### src/ffca_pkg.sv
`timescale 1ns / 1ps

package ffca_pkg;

    localparam int CFG_W    = 9;
    localparam int KEY_W    = 32;
    localparam int COUNT_W  = 9;
    localparam int START_W  = 8;
    localparam int STATUS_W = 3;

    typedef enum logic [STATUS_W-1:0] {
        ST_OK        = 3'd0,
        ST_EXCEEDS   = 3'd1,
        ST_NO_SPACE  = 3'd2,
        ST_NOT_FOUND = 3'd3,
        ST_DIR_FULL  = 3'd4
    } t_status;

    typedef enum logic {
        MODE_CREATE = 1'b0,
        MODE_DELETE = 1'b1
    } t_mode;

    typedef struct packed {
        logic               mode;
        logic [KEY_W-1:0]   file_key;
        logic [COUNT_W-1:0] block_count;
    } t_in_word;

    typedef struct packed {
        t_status            status;
        logic [START_W-1:0] first_block;
        logic [COUNT_W-1:0] length;
    } t_out_word;

    typedef enum logic [3:0] {
        S_CLEAR,
        S_IDLE,
        S_CHECK,
        S_BSCAN,
        S_MARK,
        S_DIRWR,
        S_DSCAN,
        S_FREE,
        S_SHRD,
        S_SHWR,
        S_RESP
    } t_state;

    typedef struct packed {
        logic    clr;
        logic    load;
        logic    bscan;
        logic    mark;
        logic    free;
        logic    dscan;
        logic    dir_wr;
        logic    sh_rd;
        logic    sh_wr;
        logic    cnt_dec;
        logic    resp;
        t_status code;
    } t_cmd;

    typedef struct packed {
        logic clr_done;
        logic is_delete;
        logic exceeds;
        logic zero_cnt;
        logic dir_full;
        logic bfound;
        logic bmiss;
        logic mark_done;
        logic dfound;
        logic dmiss;
        logic sh_more;
        logic out_free;
    } t_sts;

endpackage

### src/ffca_ctrl.sv
`timescale 1ns / 1ps

module ffca_ctrl (
    input  logic          i_clk,
    input  logic          i_rst_n,
    input  logic          i_in_valid,
    output logic          o_in_stall,
    input  ffca_pkg::t_sts i_sts,
    output ffca_pkg::t_cmd o_cmd
);

    import ffca_pkg::*;

    t_state  r_state, n_state;
    t_status r_code, n_code;

    always_ff @(posedge i_clk) begin
        if (!i_rst_n) begin
            r_state <= S_CLEAR;
            r_code  <= ST_OK;
        end else begin
            r_state <= n_state;
            r_code  <= n_code;
        end
    end

    always_comb begin
        n_state = r_state;
        n_code  = r_code;
        case (r_state)
            S_CLEAR: begin
                if (i_sts.clr_done) n_state = S_IDLE;
            end
            S_IDLE: begin
                if (i_in_valid) n_state = S_CHECK;
            end
            S_CHECK: begin
                if (i_sts.is_delete) begin
                    n_state = S_DSCAN;
                end else if (i_sts.exceeds) begin
                    n_code  = ST_EXCEEDS;
                    n_state = S_RESP;
                end else if (i_sts.zero_cnt) begin
                    if (i_sts.dir_full) begin
                        n_code  = ST_DIR_FULL;
                        n_state = S_RESP;
                    end else begin
                        n_state = S_DIRWR;
                    end
                end else begin
                    n_state = S_BSCAN;
                end
            end
            S_BSCAN: begin
                if (i_sts.bfound) begin
                    if (i_sts.dir_full) begin
                        n_code  = ST_DIR_FULL;
                        n_state = S_RESP;
                    end else begin
                        n_state = S_MARK;
                    end
                end else if (i_sts.bmiss) begin
                    n_code  = ST_NO_SPACE;
                    n_state = S_RESP;
                end
            end
            S_MARK: begin
                if (i_sts.mark_done) n_state = S_DIRWR;
            end
            S_DIRWR: begin
                n_code  = ST_OK;
                n_state = S_RESP;
            end
            S_DSCAN: begin
                if (i_sts.dfound) begin
                    n_state = S_FREE;
                end else if (i_sts.dmiss) begin
                    n_code  = ST_NOT_FOUND;
                    n_state = S_RESP;
                end
            end
            S_FREE: begin
                if (i_sts.mark_done) n_state = S_SHRD;
            end
            S_SHRD: begin
                if (i_sts.sh_more) begin
                    n_state = S_SHWR;
                end else begin
                    n_code  = ST_OK;
                    n_state = S_RESP;
                end
            end
            S_SHWR: begin
                n_state = S_SHRD;
            end
            S_RESP: begin
                if (i_sts.out_free) n_state = S_IDLE;
            end
            default: begin
                n_state = S_IDLE;
            end
        endcase
    end

    always_comb begin
        o_cmd      = '0;
        o_cmd.code = r_code;
        o_in_stall = (r_state != S_IDLE);
        case (r_state)
            S_CLEAR: o_cmd.clr    = 1'b1;
            S_IDLE:  o_cmd.load   = i_in_valid;
            S_BSCAN: o_cmd.bscan  = 1'b1;
            S_MARK:  o_cmd.mark   = !i_sts.mark_done;
            S_DIRWR: o_cmd.dir_wr = 1'b1;
            S_DSCAN: o_cmd.dscan  = 1'b1;
            S_FREE:  o_cmd.free   = !i_sts.mark_done;
            S_SHRD: begin
                o_cmd.sh_rd   = i_sts.sh_more;
                o_cmd.cnt_dec = !i_sts.sh_more;
            end
            S_SHWR:  o_cmd.sh_wr  = 1'b1;
            S_RESP:  o_cmd.resp   = i_sts.out_free;
            default: o_cmd.resp   = 1'b0;
        endcase
    end

endmodule

### config.mk
export PLATFORM = sky130hd
export DESIGN_NAME = ffca_ctrl
export DESIGN_NICKNAME = d
export VERILOG_FILES = /design/src/ffca_pkg.sv /design/src/ffca_ctrl.sv
export SDC_FILE = /design/constraint.sdc
export NUM_CORES = 1
export LEC_CHECK = 0
export ABC_CLOCK_PERIOD_IN_PS = 2480
export BUFFER_PORTS_ARGS = -buffer_cell sky130_fd_sc_hd__buf_2
export CAP_MARGIN = 25
export CELL_PAD_IN_SITES_DETAIL_PLACEMENT = 0
export CELL_PAD_IN_SITES_GLOBAL_PLACEMENT = 1
export CORE_ASPECT_RATIO = 1.75
export CORE_MARGIN = 2
export CORE_UTILIZATION = 35
export CTS_BUF_LIST = sky130_fd_sc_hd__clkbuf_4
export CTS_CLUSTER_DIAMETER = 60
export DETAILED_ROUTE_END_ITERATION = 10
export PLACE_DENSITY = 0.81
export SYNTH_ARGS = -nofsm -noshare
export SYNTH_HDL_FRONTEND = slang
export SYNTH_SLANG_ARGS = --single-unit
export TNS_END_PERCENT = 1
### constraint.sdc
create_clock -name i_clk -period 2.48 [get_ports i_clk]
set_clock_uncertainty 0.2 [all_clocks]
set_input_delay 0.124 -clock i_clk [delete_from_list [all_inputs] [get_ports i_clk]]
set_output_delay 0.124 -clock i_clk [all_outputs]
set_load 0.02 [all_outputs]
==> results of run 1 <==
[cells in the final DEF (no fill, tap or decap), types with 2 or more instances in the layout]
cell type      instances
buf_2                 29
nor2_1                13
a21oi_1               12
nand2_1               10
o21ai_0                9
inv_1                  8
nand2b_1               7
nor3_1                 7
dfxtp_1                7
buf_4                  6
nor2b_1                5
clkbuf_4               4
a22oi_1                3
nor4_1                 3
o22ai_1                3
or3_1                  3
a31oi_1                3
and3_1                 2
o2bb2ai_1              2
a211oi_1               2
nand3_1                2
dlygate4sd3_1          2
[power groups by stage]
stage / Combinational (W) / Clock [W] / Sequential (W)
detailed placement: 0.000179 / 0 / 0.000142
floorplan: 0.000138 / 0 / 0.000125
finish: 0.000183 / 0.000119 / 0.000140
global placement: 0.000179 / 0 / 0.000141
CTS: 0.000182 / 0.000120 / 0.000139
global route: 0.000199 / 0.000128 / 0.000142
[timing repair]
action                                 CTS  global route
endpoints found under the hold margin    3             0
hold buffers                             2             0
resized for setup                        0             0
[cell families after synthesis]
| group | Yosys count | synth area share (%) |
|---|---|---|
| mux | 1 | 1.133 |
| xor+xnor | 1 | 0.9917 |
| compound gates | 41 | 30.03 |
| simple gates | 64 | 42.07 |
| flops | 7 | 15.86 |
| buf+inv | 18 | 9.915 |
[sequential cells by signal, indices dropped and copies added (netlist names)]
signal,count
r_state,4
r_code,3
[per-layer routing]
metal / vias up / GRT usage, % / wire (um) / share of wire, %
met4: 0 / 7.885 / 61 / 2.0
met2: 49 / 36.11 / 1595 / 53
met1: 538 / 23.55 / 1216 / 40
met3: 6 / 2.584 / 150 / 5.0
li1: 548 / - / - / -
met5: - / 0 / 0 / 0
[path summary, 6_finish.rpt]
path	from	endpoint	slack (ns)
max	r_state[2]$_SDFFE_PN0P_	r_state[0]$_SDFFE_PN0P_	0.17
min	i_sts[7]	r_code[2]$_SDFFE_PN0P_	0.06
max reg2reg	r_state[2]$_SDFFE_PN0P_	r_state[0]$_SDFFE_PN0P_	0.17
min reg2reg	r_code[1]$_SDFFE_PN0P_	r_code[1]$_SDFFE_PN0P_	0.26
[area by class of cell]
cell class	instances	area share (%)
multi-input cells	107	59.68
well taps	26	2.961
clock buffers	4	2.733
flip-flops and latches	7	12.76
inverters	8	2.733
repair buffers	37	19.13
[worst max-delay path: cells and delay by family (launching register included)]
family / cells / cell delay [ns]
flops: 1 / 0.75
simple gates: 3 / 0.74
compound gates: 2 / 0.49
[stage by stage]
stage | instances | instance area (um^2) | util [%] | total power [W]
4_1_cts | 189 | 1099 | 45.16 | 0.0004417
6_report | 189 | 1099 | 45.16 | 0.0004426
2_1_floorplan | 132 | 883.3 | - | 0.0002630
3_3_place_gp | 183 | 1049 | 43.11 | 0.0003201
3_5_place_dp | 183 | 1049 | 43.11 | 0.0003208
5_1_grt | 189 | 1099 | 45.16 | 0.0004682
==> impl_metrics.yaml, run 1 <==
routing:
  postRouteWirelength_um: 3024
  vias: 1141
  drtIter0Drc: 42
  first_pass_iters: 4
  vias_per_cell: 6.037
  routedWlPerCell_um: 16.00
  drcViolationCount: 0
  detail-route-antenna-nets: 0
placement:
  dpl.hpwl_um: 2370
  globalplace.congestion: 0.9632
  dpl_worst_slack_ns: 0.2212
  io_buffers: 29
final_layout:
  fillers: 237
  nNetsFinal: 179
  syn_to_final_growth_pct: 24.36
  drive_above_1_share_pct: 28.22
  seqCellArea_um2: 140.1
  multi_input_area_um2: 655.6
  antenna_cells: 0
pwr:
  power_per_cell_area_nw_per_um2: 402.9
  peakVddDrop_mv: 0.1793
  clkPwrFrac_pct: 27.0
  switchingPower_w: 0.0001790
  combPwrFrac_pct: 41.4
  p_sw_share_pct: 40.45
  power_frac_seq_pct: 31.6
  internal-power_w: 0.0002636
  p_leak_nw: 0.4836
logic_synthesis:
  netlist.top_cell.by_area: "dfxtp_1"
  synth_cells: 132
  ys.warnings.count: 0
  ys_seq_area_share_pct: 15.86
  syn-num-nets: 147
  netlist_top_cells_count: "13 x nor2_1, 12 x a21oi_1, 10 x nand2_1"
  async_flop_share_pct: 0
  synth_edf_count: 0
  syn_area_um2: 883.3
  synth_top_cell_area_share_pct: 15.86
  syn_area_per_cell_um2: 6.692
  ys_seq_elements: 7
  synth_ff_type: "dfxtp_1"
  synth_cell_type_count: 42
  yosysMostFrequentCell: "nor2_1"
  synth_area_leaders: "dfxtp_1 16%, a21oi_1 6.8%, nor2_1 5.5%"
grt:
  grt_overflow_total: 0
  grt_usage_pct: 20.22
  antenna_found_initial: 0
  grt_max_degree: 21
  grt_pass1_vias: 999
  grt_pass1_wl_um: 4726
setup_path:
  max_stage_delay_ns: 0.75
  crit_required_ns: 2.39
  slowest_stage: "dfxtp_1"
  startpoint_type: "flip-flop"
  criticalPathCategory: "flip-flop to flip-flop"
  arrival_ns: 2.23
  r2r_cells: 5
  cp_cell_sequence: "or2_1 > or3_1 > nand4_1 > a2111oi_0 > a211oi_1"
  critPathCaptureType: "flip-flop"
  worst-path-max-fanout: 20
sta:
  worst_slew_pin_slew_ns: 0.6713
  finalHoldViolCount: 0
  rsz0062_at_grt: "false"
  hold_ws_ns: 0.06203
  fmax_ghz: 0.4323
  setup-violations-final: 0
  final.setup.worst_slack_ns: 0.1666
  tns_ns: 0
  fin_crit_sh_pct: 93.28
  slew_headroom_pct: 55.19
  period_minus_slack_ns: 2.313
  drv_slew: 0
die:
  core_area_um2: 2432
  initial_utilization_pct: 36.32
  die-height_um: 70.46
  placementRows: 24
  io_pins: 30
  die_w_um: 41.98
  die-area_um2: 2958
clock_network:
  htree_levels: 1
  clkSinkCount: 7
  cts_made_buffers: 3
  clk-insertion-delay-late_ns: 0.25
  cts_tree: "built"
  cts_root_buffer: "clkbuf_4"
  clockBufferDepth: 2
  post_cts_buffers: 0
  clkTransAtPathRegs_ns: 0.06
hold_path:
  hold_class: "input port to flip-flop"
  holdPathStages: 3
run:
  cap_viol_max_count: 0
status:
  status: "completed"
No activity file was read; power rests on OpenSTA's default activity.
==> run 2, diff against run 1 <==
--- a/config.mk
+++ b/config.mk
@@ -6,7 +6,7 @@
 export NUM_CORES = 1
 export LEC_CHECK = 0
 export ABC_CLOCK_PERIOD_IN_PS = 2480
-export BUFFER_PORTS_ARGS = -buffer_cell sky130_fd_sc_hd__buf_2
+export BUFFER_PORTS_ARGS = -buffer_cell sky130_fd_sc_hd__clkbuf_2
 export CAP_MARGIN = 25
 export CELL_PAD_IN_SITES_DETAIL_PLACEMENT = 0
 export CELL_PAD_IN_SITES_GLOBAL_PLACEMENT = 1
==> impl_metrics.yaml, run 2 (synthesized netlist as in run 1, its figures left out) <==
routing:
  routedWlPerCell_um: 15.37
  detail-route-antenna-nets: 0
  vias: 1131
  postRouteWirelength_um: 2936
  drcViolationCount: 0
  first_pass_iters: 5
  drtIter0Drc: 44
  vias_per_cell: 5.921
clock_network:
  cts_tree: "built"
  cts_root_buffer: "clkbuf_4"
  clkSinkCount: 7
  cts_made_buffers: 3
  clkTransAtPathRegs_ns: 0.05
  htree_levels: 1
  clockBufferDepth: 2
  clk-insertion-delay-late_ns: 0.26
final_layout:
  top_register: "r_state"
  multi_input_area_um2: 655.6
  fin_util_pct: 45.83
  antenna_cells: 0
  largest_register_ffs: 4
  nNetsFinal: 181
  drive_above_1_share_pct: 29.70
  fillers: 258
  final_common_cell: "clkbuf_2"
  syn_to_final_growth_pct: 26.20
  final_cell_mix: "29 x clkbuf_2, 13 x nor2_1, 12 x a21oi_1"
  final_cell_area_um2: 1115
  seqCellArea_um2: 141.4
  reg.largest.list: "r_state (4), r_code (3)"
placement:
  globalplace.congestion: 0.9608
  place_area_um2: 1064
  dpl.hpwl_um: 2258
  io_buffers: 29
grt:
  grt_pass1_wl_um: 4788
  grt_overflow_total: 0
  grt_usage_pct: 20.88
  grt_pass1_vias: 1054
  antenna_found_initial: 0
  grt_max_degree: 17
die:
  initial_utilization_pct: 36.32
  die-area_um2: 2958
  placementRows: 24
  core_area_um2: 2432
  die_w_um: 41.98
  die-height_um: 70.46
  io_pins: 30
setup_path:
  cp_cell_sequence: "and4bb_2 > a22oi_1 > nand4_1 > a2111oi_0 > a211oi_1"
  r2r_setup_slack_ns: 0.14
  slowest_stage: "dfxtp_1"
  critPathCaptureType: "flip-flop"
  startpoint_type: "flip-flop"
  crit_required_ns: 2.40
  criticalPathCategory: "flip-flop to flip-flop"
  crit_buf_inv: 0
  critPathTopFamily: "compound AO/OA/AOI/OAI gates"
  worst-path-max-fanout: 12
  max_stage_delay_ns: 0.61
  arrival_ns: 2.26
sta:
  rsz0062_at_grt: "false"
  slew_headroom_pct: 68.12
  finalHoldViolCount: 0
  period_minus_slack_ns: 2.342
  setup-violations-final: 0
  worst_slew_pin_slew_ns: 0.4662
  drv_slew: 0
  tns_ns: 0
  fmax_ghz: 0.4271
  fin_crit_sh_pct: 94.42
pwr:
  power_per_cell_area_nw_per_um2: 398.3
  switchingPower_w: 0.0001794
  combPwrFrac_pct: 41.7
  peakVddDrop_mv: 0.1682
  p_leak_nw: 0.4873
  power_frac_seq_pct: 31.1
  internal-power_w: 0.0002646
  clkPwrFrac_pct: 27.2
  p_sw_share_pct: 40.42
status:
  status: "completed"
hold_path:
  hold_class: "input port to flip-flop"
run:
  cap_viol_max_count: 0
[run 2: layout make-up]
type	count	area share, %
sequential	7	12.68
multi-input combinational	107	58.81
timing repair buffer	39	20.20
inverter	8	2.694
tap	26	2.918
clock buffer	4	2.694
[run 2: power groups by stage]
stage	sequential, W	combinational (W)	clock [W]
after floorplan	0.000125	0.000138	0
after global placement	0.000139	0.000180	0
after detailed placement	0.000139	0.000180	0
after CTS	0.000137	0.000183	0.000123
after global routing	0.000140	0.000203	0.000135
final	0.000138	0.000185	0.000121
[run 2: stage by stage]
step,instances,hold WS [ns],total power [W],setup slack (ns)
finish,191,0.05083,0.0004440,0.1384
floorplan,132,0.02715,0.0002630,0.4123
global route,191,0.06799,0.0004776,0.06178
CTS,191,0.04291,0.0004424,0.09974
detailed placement,185,0.1794,0.0003190,0.1034
global placement,185,0.1792,0.0003191,0.1153
[run 2: what timing repair did]
action | CTS | global route
endpoints found under the hold margin | 3 | 0
hold buffers | 2 | 0
resized for setup | 0 | 1
buffers inserted | 0 | 0
endpoints found under the setup margin | 0 | 1
[run 2: path summary, 6_finish.rpt]
| kind | startpoint | end | depth (start not counted) |
|---|---|---|---|
| max | r_state[3]$_SDFFE_PN0P_ | r_state[0]$_SDFFE_PN0P_ | 5 |
| min | i_sts[7] | r_code[2]$_SDFFE_PN0P_ | 3 |
| max reg2reg | r_state[3]$_SDFFE_PN0P_ | r_state[0]$_SDFFE_PN0P_ | 5 |
| min reg2reg | r_code[1]$_SDFFE_PN0P_ | r_code[1]$_SDFFE_PN0P_ | 2 |
[run 2: routing by layer]
layer  wire (um)  vias up  share of wire [%]  track usage [%]
li1            -      558                  -                -
met1        1148      505                 39            22.26
met2        1463       53                 50            35.07
met3         171       15                5.8            3.618
met4         152        0                5.2            16.13
met5           0        -                  0                0
[run 2: worst min-delay path: stages]
cell	delay, ns
clkbuf_2	0.14
a31oi_1	0.15
nor3_1	0.05
